`src/hdl/irpfd_pkg.sv`:
```
// Shared types, constants and helpers for the IR pulse frame decoder.
`timescale 1ns / 1ps

package irpfd_pkg;

  localparam int CODE_BITS_DEF = 6;
  localparam int CODE_W        = 6;
  localparam int BLINK_W       = 3;
  localparam int WIN_W         = 8;
  localparam int CFG_IDX_W     = 2;

  // stream widths: tdata rounded up to whole bytes
  localparam int S_DATA_W = 8;
  localparam int M_DATA_W = 16;

  // register indexes on the config port
  localparam logic [CFG_IDX_W-1:0] REG_START_WINDOW     = 2'd0;
  localparam logic [CFG_IDX_W-1:0] REG_GAP_WINDOW       = 2'd1;
  localparam logic [CFG_IDX_W-1:0] REG_BIT_EDGE_WINDOW  = 2'd2;
  localparam logic [CFG_IDX_W-1:0] REG_BIT_CHECK_WINDOW = 2'd3;

  localparam logic [WIN_W-1:0] START_WINDOW_RST     = 8'd62;
  localparam logic [WIN_W-1:0] GAP_WINDOW_RST       = 8'd156;
  localparam logic [WIN_W-1:0] BIT_EDGE_WINDOW_RST  = 8'd75;
  localparam logic [WIN_W-1:0] BIT_CHECK_WINDOW_RST = 8'd56;

  typedef enum logic [1:0] {
    PH_START,
    PH_GAP,
    PH_BIT_EDGE,
    PH_BIT_CHECK
  } phase_t;

  localparam logic [CODE_W-1:0] CODE_BLINK_1 = 6'd18;
  localparam logic [CODE_W-1:0] CODE_BLINK_2 = 6'd19;
  localparam logic [CODE_W-1:0] CODE_BLINK_3 = 6'd16;
  localparam logic [CODE_W-1:0] CODE_BLINK_4 = 6'd17;

  function automatic logic [BLINK_W-1:0] blinks_for(input logic [CODE_W-1:0] code);
    logic [BLINK_W-1:0] b;
    case (code)
      CODE_BLINK_1: b = 3'd1;
      CODE_BLINK_2: b = 3'd2;
      CODE_BLINK_3: b = 3'd3;
      CODE_BLINK_4: b = 3'd4;
      default:      b = 3'd0;
    endcase
    return b;
  endfunction

endpackage

```
`src/hdl/ir_pulse_frame_decoder_top.sv`:
```
// IR pulse frame decoder: windowed falling-edge timing, six-bit code out.
// A result is registered onto m_tvalid in the cycle after the sample that ends the frame.
// Throughput: one pin sample per cycle while s_tready is high; state updates in the cycle of the transfer.
// Only a stalled output register holds off input (s_tready = output free or draining).
// Reset (rst, synchronous): windows back to defaults, phase awaits a start edge,
// tick counter, level history, bit position and code cleared; output emptied.
`timescale 1ns / 1ps

module ir_pulse_frame_decoder_top #(
  parameter int CODE_BITS = irpfd_pkg::CODE_BITS_DEF
) (
  input  logic                           clk,
  input  logic                           rst,
  // config write port
  input  logic                           cfg_we,
  input  logic [irpfd_pkg::CFG_IDX_W-1:0] cfg_index,
  input  logic [irpfd_pkg::WIN_W-1:0]     cfg_data,
  // pin samples
  input  logic                           s_tvalid,
  output logic                           s_tready,
  input  logic [irpfd_pkg::S_DATA_W-1:0]  s_tdata,  // [0] pin_level, [7:1] zero
  // results
  output logic                           m_tvalid,
  input  logic                           m_tready,
  output logic [irpfd_pkg::M_DATA_W-1:0]  m_tdata   // [5:0] code, [8:6] blink_count, [15:9] zero
);

  import irpfd_pkg::*;

  localparam int POS_W = (CODE_BITS > 1) ? $clog2(CODE_BITS) : 1;

  logic [WIN_W-1:0] start_window;
  logic [WIN_W-1:0] gap_window;
  logic [WIN_W-1:0] bit_edge_window;
  logic [WIN_W-1:0] bit_check_window;

  phase_t             phase, phase_next;
  logic [WIN_W-1:0]   window_ticks, window_ticks_next;
  logic               previous_level, previous_level_next;
  logic [POS_W-1:0]   bit_position, bit_position_next;
  logic [CODE_W-1:0]  code_acc, code_acc_next;

  logic               emit;
  logic [CODE_W-1:0]  emit_code;

  logic               s_xfer;
  logic               lvl;
  logic               edge_det;
  logic [WIN_W-1:0]   limit;
  logic               win_open;
  logic [POS_W:0]     pos_inc;
  logic               last_bit;

  // config registers
  always_ff @(posedge clk) begin
    if (rst) begin
      start_window     <= START_WINDOW_RST;
      gap_window       <= GAP_WINDOW_RST;
      bit_edge_window  <= BIT_EDGE_WINDOW_RST;
      bit_check_window <= BIT_CHECK_WINDOW_RST;
    end else if (cfg_we) begin
      case (cfg_index)
        REG_START_WINDOW:     start_window     <= cfg_data;
        REG_GAP_WINDOW:       gap_window       <= cfg_data;
        REG_BIT_EDGE_WINDOW:  bit_edge_window  <= cfg_data;
        REG_BIT_CHECK_WINDOW: bit_check_window <= cfg_data;
        default: ;
      endcase
    end
  end

  assign s_tready = !m_tvalid || m_tready;
  assign s_xfer   = s_tvalid && s_tready;
  assign lvl      = s_tdata[0];
  assign edge_det = previous_level && !lvl;

  always_comb begin
    case (phase)
      PH_START:     limit = start_window;
      PH_GAP:       limit = gap_window;
      PH_BIT_EDGE:  limit = bit_edge_window;
      PH_BIT_CHECK: limit = bit_check_window;
      default:      limit = start_window;
    endcase
  end

  assign win_open = !edge_det && (window_ticks < limit);
  assign pos_inc  = {1'b0, bit_position} + (POS_W+1)'(1);
  assign last_bit = pos_inc >= (POS_W+1)'(CODE_BITS);

  // next state
  always_comb begin
    phase_next          = phase;
    window_ticks_next   = window_ticks;
    previous_level_next = previous_level;
    bit_position_next   = bit_position;
    code_acc_next       = code_acc;
    if (win_open) begin
      window_ticks_next   = window_ticks + WIN_W'(1);
      previous_level_next = lvl;
    end else begin
      window_ticks_next   = '0;
      previous_level_next = 1'b0;
      case (phase)
        PH_START: begin
          if (edge_det) phase_next = PH_GAP;
        end
        PH_GAP: begin
          if (edge_det) begin
            phase_next = PH_START;
          end else begin
            phase_next        = PH_BIT_EDGE;
            bit_position_next = '0;
            code_acc_next     = '0;
          end
        end
        PH_BIT_EDGE: begin
          if (edge_det) begin
            phase_next = PH_BIT_CHECK;
          end else begin
            code_acc_next = '0;
            if (last_bit) begin
              phase_next        = PH_START;
              bit_position_next = '0;
            end else begin
              phase_next        = PH_BIT_EDGE;
              bit_position_next = pos_inc[POS_W-1:0];
            end
          end
        end
        PH_BIT_CHECK: begin
          if (edge_det) begin
            code_acc_next = '0;
          end else if (!lvl && (32'(bit_position) < CODE_W)) begin
            code_acc_next = code_acc | (CODE_W'(1) << bit_position);
          end
          if (last_bit) begin
            phase_next        = PH_START;
            bit_position_next = '0;
            code_acc_next     = '0;
          end else begin
            phase_next        = PH_BIT_EDGE;
            bit_position_next = pos_inc[POS_W-1:0];
          end
        end
        default: phase_next = PH_START;
      endcase
    end
  end

  // result of this sample, if any
  always_comb begin
    emit      = 1'b0;
    emit_code = '0;
    if (!win_open) begin
      case (phase)
        PH_START:     emit = !edge_det;
        PH_GAP:       emit = edge_det;
        PH_BIT_EDGE:  emit = !edge_det && last_bit;
        PH_BIT_CHECK: begin
          emit = last_bit;
          if (edge_det) begin
            emit_code = '0;
          end else if (!lvl && (32'(bit_position) < CODE_W)) begin
            emit_code = code_acc | (CODE_W'(1) << bit_position);
          end else begin
            emit_code = code_acc;
          end
        end
        default: emit = 1'b0;
      endcase
    end
  end

  always_ff @(posedge clk) begin
    if (rst) begin
      phase          <= PH_START;
      window_ticks   <= '0;
      previous_level <= 1'b0;
      bit_position   <= '0;
      code_acc       <= '0;
    end else if (s_xfer) begin
      phase          <= phase_next;
      window_ticks   <= window_ticks_next;
      previous_level <= previous_level_next;
      bit_position   <= bit_position_next;
      code_acc       <= code_acc_next;
    end
  end

  // output register
  always_ff @(posedge clk) begin
    if (rst) begin
      m_tvalid <= 1'b0;
    end else if (s_tready) begin
      m_tvalid <= s_xfer && emit;
    end
  end

  always_ff @(posedge clk) begin
    if (s_xfer && emit) begin
      m_tdata <= {(M_DATA_W-CODE_W-BLINK_W)'(0), blinks_for(emit_code), emit_code};
    end
  end

`ifndef ASSERT_OFF
  a_pos_range: assert property (@(posedge clk) disable iff (rst)
    32'(bit_position) < CODE_BITS)
    else $error("bit position past last code bit");

  a_blink_code: assert property (@(posedge clk) disable iff (rst)
    m_tvalid && (m_tdata[8:6] != 3'd0) |-> (m_tdata[5:2] == 4'b0100))
    else $error("blink count set for a code outside the blink set");

  a_window_restart: assert property (@(posedge clk) disable iff (rst)
    (phase != $past(phase)) |-> (window_ticks == '0) && !previous_level)
    else $error("phase change without a fresh window");

  a_no_result_mid_window: assert property (@(posedge clk) disable iff (rst)
    s_xfer && win_open |=> !m_tvalid)
    else $error("result produced inside an open window");
`endif

endmodule
```
`config.mk`:
```
export PLATFORM = sky130hd
export DESIGN_NAME = ir_pulse_frame_decoder_top
export DESIGN_NICKNAME = d
export VERILOG_FILES = /design/src/hdl/irpfd_pkg.sv /design/src/hdl/ir_pulse_frame_decoder_top.sv
export SDC_FILE = /design/constraint.sdc
export NUM_CORES = 1
export LEC_CHECK = 0
export ABC_AREA = 1
export BUFFER_PORTS_ARGS = -buffer_cell sky130_fd_sc_hd__buf_4
export CORE_MARGIN = 2
export CORE_UTILIZATION = 36
export DETAILED_ROUTE_END_ITERATION = 6
export GPL_TIMING_DRIVEN = 0
export PLACE_DENSITY = 0.52
export SYNTH_ARGS = -nofsm -noshare
export SYNTH_HDL_FRONTEND = slang
export SYNTH_SLANG_ARGS = --single-unit
```
`constraint.sdc`:
```
create_clock -name clk -period 5.6 [get_ports clk]
set_input_delay 1.12 -clock clk [delete_from_list [all_inputs] [get_ports clk]]
set_output_delay 1.12 -clock clk [all_outputs]
set_load 0.05 [all_outputs]
```
Yosys cells after proc, flatten, opt, wreduce, memory -nomap -nowiden
Cells that the tools add are included.
{ "word_totals": {"reg_bits": 62, "input_bits": 23, "word_cells": 77, "output_inout_bits": 18} }
{ "classes": {"n_eq_ne": 14, "n_shift": 1, "mux": 22, "magnitude_cmp": 3, "addsub": 2, "bitwise": 2, "reduce_logical": 22} }
{ "op_table": {"columns": ["cell", "count"], "rows": [
  ["$mux W6", 6],
  ["$pmux W8 S4", 1],
  ["$eq A6 B5 Y1 const B", 4],
  ["$pmux W3 S4", 1],
  ["$pmux W6 S2", 1],
  ["$mux W3", 3],
  ["$pmux W3 S3", 1],
  ["$add A8 B1 Y8 const B", 1],
  ["$eq A2 B2 Y1 const B", 4],
  ["$lt A8 B8 Y1", 1],
  ["$mux W2", 4],
  ["$mux W8", 1],
  ["$ne A2 B2 Y1 const B", 4],
  ["$pmux W2 S4", 1],
  ["$reduce_and A2 Y1", 4],
  ["$logic_and A1 B1 Y1", 6],
  ["$or A6 B6 Y6", 1],
  ["$shl A1 B3 Y6 const A", 1],
  ["$reduce_and A5 Y1", 1],
  ["$add A3 B1 Y4 const B", 1],
  ["$eq A2 B1 Y1 const B", 2],
  ["$ge A4 B3 Y1 const B", 1],
  ["$logic_not A2 Y1", 2],
  ["$pmux W1 S4", 1],
  ["other kinds (10)", 13]
]} }

Longest topological paths before layout
Gate-level depths: netlist (run 1).
{ "depth": {"ltp_word": 8, "depth_mapped": 18, "mapped_depth_nobuf": 17} }

Least setup slack after synthesis (run 1)
No wires, ideal clock.
{ "synth_timing": {"path_kind": "register to register", "startpoint": "register phase[0]", "endpoint": "register m_tdata[0] in the netlist's numbering, enable pin", "path_stages_with_launch": 13, "t_arrival_ns": 2.275, "n_path_buf": 2, "path_slack_ns": 2.996, "period_less_slack_ns": 2.604, "setup_ns": 0.329, "cell_sequence": "dfxtp_1 inv_1 ha_1 inv_2 buf_1 o22ai_1 ha_1 nand2_1 o211a_1 nand2_8 buf_12 nand3_2 inv_1"} }
{ "synth_between": {"elab_chain_len": 6, "elab_cells_between_ends": 10, "cone_classes": "order compare: 1; eq/ne: 3; mux: 3; reduce/logical: 3"} }
{ "synth_rtl": {"columns": ["item", "line", "rtl"], "rows": [
  ["start, declared", "ir_pulse_frame_decoder_top.sv:37", "phase_t phase, phase_next;"],
  ["start signal, assigned", "ir_pulse_frame_decoder_top.sv:183", "phase <= phase_next;"],
  ["$eq A2 B2 Y1 (tied with other cells)", "ir_pulse_frame_decoder_top.sv:78, ir_pulse_frame_decoder_top.sv:156", null],
  ["$pmux W8 S4", "ir_pulse_frame_decoder_top.sv:78", "case (phase)"],
  ["$lt A8 B8 Y1", "ir_pulse_frame_decoder_top.sv:87", "assign win_open = !edge_det && (window_ticks < limit);"],
  ["$logic_and A1 B1 Y1", "ir_pulse_frame_decoder_top.sv:87", null],
  ["$mux W1 *", "ir_pulse_frame_decoder_top.sv:155", "if (!win_open) begin"],
  ["$logic_and A1 B1 Y1 *", "ir_pulse_frame_decoder_top.sv:201", "if (s_xfer && emit) begin"],
  ["end signal, assigned", "ir_pulse_frame_decoder_top.sv:202", "m_tdata <= {(M_DATA_W-CODE_W-BLINK_W)'(0), blinks_for(emit_code), emit_code};"],
  ["end, declared", "ir_pulse_frame_decoder_top.sv:25", "output logic [irpfd_pkg::M_DATA_W-1:0] m_tdata"]
]} }
Every way passes the cells marked *; elsewhere a longest branch is shown, timed or not.
A chain may end at the register's enable or synchronous reset.

Worst setup path after layout (run 1)
{ "layout_timing": {"startpoint": "register phase[1]", "endpoint": "register m_tdata[3] in the netlist's numbering, enable pin"} }
The elaborated chain is that of the path after synthesis.

==> summary.md, run 1 <==
| Metric | Value |
|---|---|
| Final setup fails | `0` |
| N_diodes | `0` |
| Placer Congestion | `0.818` |
| Most common cell in the synthesized netlist | `nand2_1` |
| Die area | `0.00977 mm2` |
| Worst Setup EP | `m_tdata[3]` |
| Commonest cells in the netlist | `nand2_1, dfxtp_1, nor2_1, inv_1, nand3_1` |
| Clock share of power | `43.8%` |
| Switch share | `24.9%` |
| Total track usage | `17.1%` |
| Crit Path Category | `register to register` |
| Worst EP arrival | `3.11 ns` |
| CORE AREA | `0.00872 mm2` |
| Clk root buf | `clkbuf_8` |
| Routed Antenna Nets | `0` |
| Clk_skew | `0.00995 ns` |
| Die width | `98.8 um` |
| Share of the synthesized area in the top cell type | `32.8%` |
| Non-Filler Instances | `584` |
| Pin count of the biggest net entering global routing | `12` |
| Final count of hold timing violations | `0` |
| NumNets Final | `512` |
| TNS Setup | `0 ns` |
| Post-CTS Hold Buffers | `0` |
| IO Count | `41` |
| CP Launch Point | `phase[1]` |
| Final WS setup | `2.50 ns` |
| Power Dens Cells | `265 mW/mm2` |
| Reg2reg setup slack | `2.50 ns` |
| Pre-antenna DRT Iters | `4` |
| Worst Reg-to-Reg Cells | `12` |
| Rel. slew slack | `16.2%` |
| Vias in the first global route | `2683` |
| Drt wl/cell | `13.5 um` |
| Synth Flop Type | `dfxtp_1` |
| Internal cell power | `756 uW` |
| # rows | `34` |
| Crit end category | `register` |
| DRT Wirelength | `7910 um` |
| Worst Path Required | `5.62 ns` |
| Tcrit/Tclk final | `55.3%` |
| Die H | `98.8 um` |
| Worst-Skew Late Latency | `0.34 ns` |
| Min Tclk post-route | `3.10 ns` |
| Worst-margin pin slew | `1.25 ns` |
| Status | `finished clean` |
| Clock sinks | `62` |
| Synth unique cells | `39` |
| RSZ-0062 raised after global routing | `false` |
| CTS H-Tree Depth | `3` |
| Comb pwr share | `9.3%` |
| Critical R2R Launch | `phase[1]` |
| Clk slew on worst S/H paths | `0.07 ns` |
| Synth area leaders | `dfxtp_1, nand2_1, edfxtp_1` |
| Initial core utilization | `37.1%` |
| Cts repair resizes | `0` |
| Number of max-cap violations | `0` |
| Net switching power | `250 uW` |
| CP cell instances | `inv_1, ha_1, inv_2, buf_1, o22ai_1, ha_1, a21oi_1, o211a_1, nand2_8, buf_12, nand3_2, inv_1` |
| Power share of the sequential group | `46.9%` |
| DP Wirelength | `5750 um` |
| DRC errors left | `0` |
| Yosys Warn Count | `0` |
| CTS tree | `built` |
| Layout area overhead | `17.3%` |
| First-pass GRT wire length | `13200 um` |
| Cts bufs inserted | `9` |
| Layout cells sized above 1 | `15.3%` |
| Tot Pwr | `1.01 mW` |
| Place WS | `2.48 ns` |
| I/O Buffers | `25` |
| Worst Path Max Fanout | `10` |
| Fillcell total | `924` |
| GRT Residual Overflow | `0` |
| Post-CTS setup buffers | `0` |
| HP Class | `register to register` |
| Ys async rst share | `0%` |
| Pleak | `1.69 nW` |
| Via count | `2835` |
| Post-synth EDFFs | `9` |
| Placed insts | `569` |
| Flop and latch count out of synthesis | `62` |
| Worst path slowest cell | `buf_1` |
| Fmax achieved | `0.323 GHz` |
| Critical R2R Capture | `m_tdata[3]` |
| Iteration-0 DRC Markers | `144` |
| Mapped Area | `0.00324 mm2` |
| Clk buf depth | `2` |
| Antenna violations before repair | `0` |
| Post-synthesis sequential area ratio | `41.1%` |
| Syn Inst Count | `430` |
| Synth area leader | `dfxtp_1` |
| DR vias/cell | `4.85` |
| Worst Hold Margin | `0.449 ns` |
| CP Launch Type | `register` |
| Max-slew violations | `0` |
| Maximum VDD drop | `0.127 mV` |
| Slowest stage delay, CP | `0.42 ns` |
| Syn Area/Cell | `7.53 um2` |
-- final cells by class --
cell class | instances | area (um2) | share of cell area, %
multi-input cells | 305 | 1610 | 42.5
inverters | 51 | 193 | 5.07
repair buffers | 25 | 188 | 4.94
plain buffers | 18 | 124 | 3.26
clock buffers | 11 | 141 | 3.72
clock inverters | 4 | 72.6 | 1.91
well taps | 108 | 135 | 3.56
flip-flops and latches | 62 | 1330 | 35.1
-- layer usage --
layer / wire length, um / vias up / share of wire (%) / track usage [%]
li1: - / 1460 / - / -
met1: 3940 / 1291 / 50 / 24.6
met2: 3440 / 74 / 43 / 25.8
met3: 421 / 10 / 5.3 / 2.98
met4: 114 / 0 / 1.4 / 6.01
met5: 0 / - / 0 / 0
-- worst max-delay path, delay by kind of cell (launching register included) --
| kind | cells | cell delay [ns] |
|---|---|---|
| AOI/OAI and AO/OA | 3 | 0.53 |
| DFF | 1 | 0.38 |
| buffers and inverters | 5 | 1.08 |
| and+or+nand+nor | 2 | 0.24 |
| adders and majority gates | 2 | 0.54 |
-- logic make-up (layout without fill, tap and decap cells) --
group                    Yosys count  count (layout)  synth area share [%]
AO/OA/AOI/OAI                     61              61                  10.6
XOR/XNOR                           7               7                  1.89
adder cells (fa/ha/maj)           17              17                  6.57
AND/OR/NAND/NOR                  213             213                  29.9
buffers and inverters             69             109                  9.78
flip-flops                        62              62                  41.1
other                              1               7                 0.116
-- registers in the layout, summed over array words and instances (netlist names) --
register,cells
code_acc,6
bit_position,3
window_ticks,8
m_tvalid,1
previous_level,1
m_tdata,9
start_window,8
bit_edge_window,8
bit_check_window,8
phase,2
gap_window,8
-- worst min-delay path by stage --
stage	from	end	slack, ns	cells past startpoint
floorplan	bit_check_window[1]	bit_check_window[1]	0.43	2
global placement	bit_check_window[6]	bit_check_window[6]	0.44	2
detailed placement	bit_edge_window[5]	bit_edge_window[5]	0.44	2
CTS	bit_edge_window[5]	bit_edge_window[5]	0.45	2
global route	bit_edge_window[5]	bit_edge_window[5]	0.47	2
finish	bit_edge_window[5]	bit_edge_window[5]	0.45	2
-- layout by cell type, fill, tap and decap left out, drive strengths merged, types with 2 or more instances in the layout --
cell    count
a21oi      21
a31oi       2
buf        38
bufinv      2
clkbuf     16
clkinv      2
conb        7
dfxtp      53
edfxtp      9
ha         17
inv        50
nand2     113
nand3      29
nand4       8
nor2       52
nor3        9
o21ai      25
o22ai      10
xor2        6
-- stage by stage --
step                util, %  area [um2]
global placement       41.1        3580
CTS                    43.5        3800
detailed placement     41.1        3580
floorplan                 -        3260
finish                 43.5        3800
global route           43.5        3800
-- power groups by stage --
stage	logic, mW	registers (mW)	clock network, mW
after CTS	0.0939	0.472	0.448
after global routing	0.105	0.474	0.464
after detailed placement	0.0936	0.482	0
after global placement	0.0926	0.482	0
final	0.0933	0.472	0.441
after floorplan	0.0626	0.484	0
Note: power is estimated with default switching activity, not from simulation.
==> run 2, diff against run 1 <==
==> constraint.sdc (replaced) <==
create_clock -name clk -period 3.25 [get_ports clk]
set_input_delay 0.65 -clock clk [delete_from_list [all_inputs] [get_ports clk]]
set_output_delay 0.65 -clock clk [all_outputs]
set_load 0.05 [all_outputs]
==> summary.md, run 2 (synthesized netlist as in run 1, its figures left out) <==
| Metric | Value |
|---|---|
| FF+latch area | `0.00133 mm2` |
| Antenna violations before repair | `0` |
| HP Class | `register to register` |
| Final setup fails | `0` |
| Worst-margin pin slew | `1.18 ns` |
| Status | `finished clean` |
| Die width | `98.8 um` |
| Min Tclk post-route | `2.99 ns` |
| DP Wirelength | `5750 um` |
| Number of max-cap violations | `0` |
| Post-layout util | `43.5%` |
| First-pass GRT wire length | `13200 um` |
| Cts bufs inserted | `9` |
| Post-CTS setup buffers | `0` |
| Worst Path Max Fanout | `10` |
| Crit end category | `register` |
| Most common cell after layout, fill and taps aside | `nand2_1` |
| Crit Path Category | `register to register` |
| IO Count | `41` |
| Die H | `98.8 um` |
| CTS tree | `built` |
| Clock sinks | `62` |
| Max-slew violations | `0` |
| Worst EP arrival | `3.05 ns` |
| Initial core utilization | `37.1%` |
| Pre-antenna DRT Iters | `4` |
| DRC errors left | `0` |
| Fmax achieved | `0.334 GHz` |
| I/O Buffers | `25` |
| Routed Antenna Nets | `0` |
| Tcrit/Tclk final | `92.0%` |
| Iteration-0 DRC Markers | `145` |
| Clk buf depth | `2` |
| Die area | `0.00977 mm2` |
| Drt wl/cell | `13.5 um` |
| Via count | `2819` |
| Rel. slew slack | `20.8%` |
| # rows | `34` |
| RSZ-0062 raised after global routing | `false` |
| Worst Hold Margin | `0.449 ns` |
| Cts repair resizes | `0` |
| Layout cells sized above 1 | `15.6%` |
| CTS H-Tree Depth | `3` |
| Most frequent cells in the layout | `nand2_1, dfxtp_1, nor2_1` |
| Post-CTS Hold Buffers | `0` |
| Flip-flop count of the largest register after layout | `9` |
| Pin count of the biggest net entering global routing | `12` |
| Layout area overhead | `17.3%` |
| Fillcell total | `922` |
| Placer Congestion | `0.818` |
| TNS Setup | `0 ns` |
| CORE AREA | `0.00872 mm2` |
| Worst Path Required | `3.31 ns` |
| N_diodes | `0` |
| DRT Wirelength | `7880 um` |
| Vias in the first global route | `2683` |
| DR vias/cell | `4.84` |
| Clk root buf | `clkbuf_8` |
| Final count of hold timing violations | `0` |
| GRT Residual Overflow | `0` |
| DP Area | `0.00358 mm2` |
| Worst-Skew Late Latency | `0.34 ns` |
| Clk_skew | `0.00980 ns` |
| Largest register by flop count | `m_tdata` |
| Pleak | `1.68 nW` |
| CP Launch Type | `register` |
| NumNets Final | `511` |
| Area of the multi-input gates | `0.00161 mm2` |
| Power Dens Cells | `456 mW/mm2` |
| Clk slew on worst S/H paths | `0.07 ns` |
| Maximum VDD drop | `0.219 mV` |
| Final instance area | `0.00380 mm2` |
| Total track usage | `17.1%` |
-- run 2: path summary, 6_finish.rpt --
kind,endpoint,depth (start not counted),from,slack [ns]
setup / recovery,m_tdata[6],12,phase[0],0.26
hold / removal,bit_edge_window[5],2,bit_edge_window[5],0.45
setup reg to reg,m_tdata[6],12,phase[0],0.26
hold reg to reg,bit_edge_window[5],2,bit_edge_window[5],0.45
-- run 2: stage by stage --
step | power [mW] | cells | setup slack (ns)
CTS | 1.75 | 584 | 0.113
floorplan | 0.942 | 436 | 0.646
global route | 1.80 | 583 | 0.0249
detailed placement | 0.993 | 569 | 0.131
global placement | 0.990 | 569 | 0.156
finish | 1.73 | 583 | 0.260
-- run 2: power breakdown --
part           internal (mW)  switching, mW  total [mW]  leakage [nW]
Clock                  0.448          0.311       0.758         0.105
Sequential             0.801         0.0127       0.814         0.516
Combinational         0.0541          0.107       0.161          1.06
Total                   1.30          0.430        1.73          1.68
-- run 2: area by class of cell --
type / instances / share of cell area [%]
clock inverters: 4 / 1.91
repair buffers: 25 / 4.94
plain buffers: 17 / 3.16
inverters: 51 / 5.17
flip-flops and latches: 62 / 35.1
clock buffers: 11 / 3.72
well taps: 108 / 3.56
multi-input cells: 305 / 42.5
-- run 2: worst max-delay path, stage by stage, from the launching register on --
cell	delay [ns]
dfxtp_1	0.33
inv_1	0.10
ha_1	0.33
inv_1	0.22
o21ai_0	0.27
o22ai_1	0.15
ha_1	0.31
a21oi_1	0.16
o211a_1	0.25
nand2_8	0.12
buf_12	0.16
nand3_2	0.10
clkinvlp_4	0.20
-- run 2: metal layers --
| layer | track usage [%] | wire (um) |
|---|---|---|
| met1 | 24.6 | 3930 |
| met5 | 0 | 0 |
| met3 | 2.98 | 439 |
| met2 | 25.8 | 3390 |
| met4 | 6.01 | 116 |
==> run 3, diff against run 2 <==
--- a/config.mk
+++ b/config.mk
@@ -11,7 +11,7 @@
 export CORE_UTILIZATION = 36
 export DETAILED_ROUTE_END_ITERATION = 6
 export GPL_TIMING_DRIVEN = 0
-export PLACE_DENSITY = 0.52
+export PLACE_DENSITY_LB_ADDON = 0.12
 export SYNTH_ARGS = -nofsm -noshare
 export SYNTH_HDL_FRONTEND = slang
 export SYNTH_SLANG_ARGS = --single-unit
==> summary.md, run 3 (synthesized netlist as in run 1, its figures left out) <==
| Metric | Value |
|---|---|
| Status | `finished clean` |
| Pleak | `1.70 nW` |
| DP Area | `0.00358 mm2` |
| Clk slew on worst S/H paths | `0.07 ns` |
| I/O Buffers | `25` |
| CP Launch Type | `register` |
| Worst Hold Margin | `0.448 ns` |
| Max-slew violations | `0` |
| DR vias/cell | `4.78` |
| Final instance area | `0.00383 mm2` |
| CP cell instances | `inv_1, ha_1, inv_1, o21ai_0, o22ai_1, ha_1, a21oi_1, o211a_1, nand2_8, buf_12, nand3_2, clkinvlp_4` |
| Drt wl/cell | `13.2 um` |
| CORE AREA | `0.00872 mm2` |
| Maximum VDD drop | `0.206 mV` |
| Rel. slew slack | `16.8%` |
| DP Wirelength | `5700 um` |
| Die width | `98.8 um` |
| Fmax achieved | `0.332 GHz` |
| Fillcell total | `891` |
| Tcrit/Tclk final | `92.7%` |
| Clock sinks | `62` |
| N_diodes | `0` |
| # rows | `34` |
| Worst-Skew Late Latency | `0.34 ns` |
| CTS H-Tree Depth | `3` |
| Most common cell after layout, fill and taps aside | `nand2_1` |
| Worst Path Max Fanout | `10` |
| Most frequent cells in the layout | `nand2_1, dfxtp_1, nor2_1` |
| Min Tclk post-route | `3.01 ns` |
| M1 WL | `3920 um` |
| Worst path bufs/invs | `4` |
| DRT Wirelength | `7730 um` |
| IO Count | `41` |
| Clk root buf | `clkbuf_8` |
| RSZ-0062 raised after global routing | `false` |
| DRC errors left | `0` |
| Routed Antenna Nets | `0` |
| Reg2reg setup slack | `0.24 ns` |
| Crit Path Category | `register to register` |
| Clk buf depth | `2` |
| Flip-flop count of the largest register after layout | `9` |
| Vias in the first global route | `2682` |
| GRT Residual Overflow | `0` |
| Met3 Wirelength | `275 um` |
| Placer Congestion | `0.796` |
| Iteration-0 DRC Markers | `117` |
| Pre-antenna DRT Iters | `4` |
| WL met2 | `3430 um` |
| NumNets Final | `511` |
| Number of max-cap violations | `0` |
| Post-layout util | `43.9%` |
| Final setup fails | `0` |
| Die area | `0.00977 mm2` |
| CTS tree | `built` |
| Min-Delay Path Depth | `2` |
| Die H | `98.8 um` |
| Top Layer Used | `met4` |
| HP Class | `register to register` |
| Worst Reg-to-Reg Cells | `12` |
| Tot Pwr | `1.78 mW` |
| Pin count of the biggest net entering global routing | `11` |
| Non-Filler Instances | `584` |
| TNS Setup | `0 ns` |
| Final WS setup | `0.239 ns` |
| Clk_skew | `0.00841 ns` |
| Initial core utilization | `37.1%` |
| Crit path depth | `12` |
| Final count of hold timing violations | `0` |
| Worst-margin pin slew | `1.24 ns` |
| Via count | `2790` |
| Worst EP arrival | `3.06 ns` |
| Worst Path Required | `3.30 ns` |
| Worst path slowest cell | `dfxtp_1` |
| Largest register by flop count | `m_tdata` |
| Antenna violations before repair | `0` |
| Crit end category | `register` |
| Cts bufs inserted | `9` |
| Placed insts | `569` |
| Place WS | `0.127 ns` |
| First-pass GRT wire length | `13000 um` |
| Total track usage | `17.0%` |
| Slowest stage delay, CP | `0.33 ns` |
| Power Dens Cells | `465 mW/mm2` |
| Layout area overhead | `18.3%` |
| Layout cells sized above 1 | `16.0%` |
| Delay-heaviest family, CP | `compound AO/OA/AOI/OAI gates` |
## run 3: cell types whose count changed in the layout (fill, tap and decap cells not counted), sizes merged
cell      previous run  this run
clkinv               2         1
clkbuf              16        20
clkinvlp             2         1
bufinv               2         1
## run 3: layer usage
metal  up-vias  track usage (%)
li1       1461                -
met5         -                0
met1      1278             23.2
met4         0             6.95
met3         8             3.05
met2        43             26.6
## run 3: final timing paths
kind                            start                  end
setup / recovery             phase[0]           m_tdata[0]
hold / removal    bit_check_window[1]  bit_check_window[1]
setup reg to reg             phase[0]           m_tdata[0]
hold reg to reg   bit_check_window[1]  bit_check_window[1]
## run 3: where the power goes
| group | leakage (nW) | total, mW | internal (mW) | switching, mW |
|---|---|---|---|---|
| registers | 0.516 | 0.815 | 0.801 | 0.0134 |
| logic | 1.06 | 0.160 | 0.0541 | 0.105 |
| clock network | 0.127 | 0.807 | 0.506 | 0.301 |
| total | 1.70 | 1.78 | 1.36 | 0.420 |
## run 3: repair_timing
action                                  CTS  global route
hold buffers                              0             0
buffers inserted                          0             0
endpoints found under the setup margin    0             9
resized for setup                         0             1
## run 3: worst reg2reg max path: stages (launching register included)
cell,delay (ns)
dfxtp_1,0.33
inv_1,0.10
ha_1,0.32
inv_1,0.21
o21ai_0,0.30
o22ai_1,0.18
ha_1,0.32
a21oi_1,0.14
o211a_1,0.24
nand2_8,0.12
buf_12,0.16
nand3_2,0.10
clkinvlp_4,0.21
## run 3: final cells by class
class / count / area, um2 / area share, %
Sequential cell: 62 / 1330 / 34.7
Buffer: 17 / 120 / 3.14
Clock buffer: 15 / 218 / 5.68
Clock inverter: 1 / 30.0 / 0.784
Tap cell: 108 / 135 / 3.53
Multi-Input combinational cell: 305 / 1610 / 42.1
Timing Repair Buffer: 25 / 188 / 4.90
Inverter: 51 / 196 / 5.13
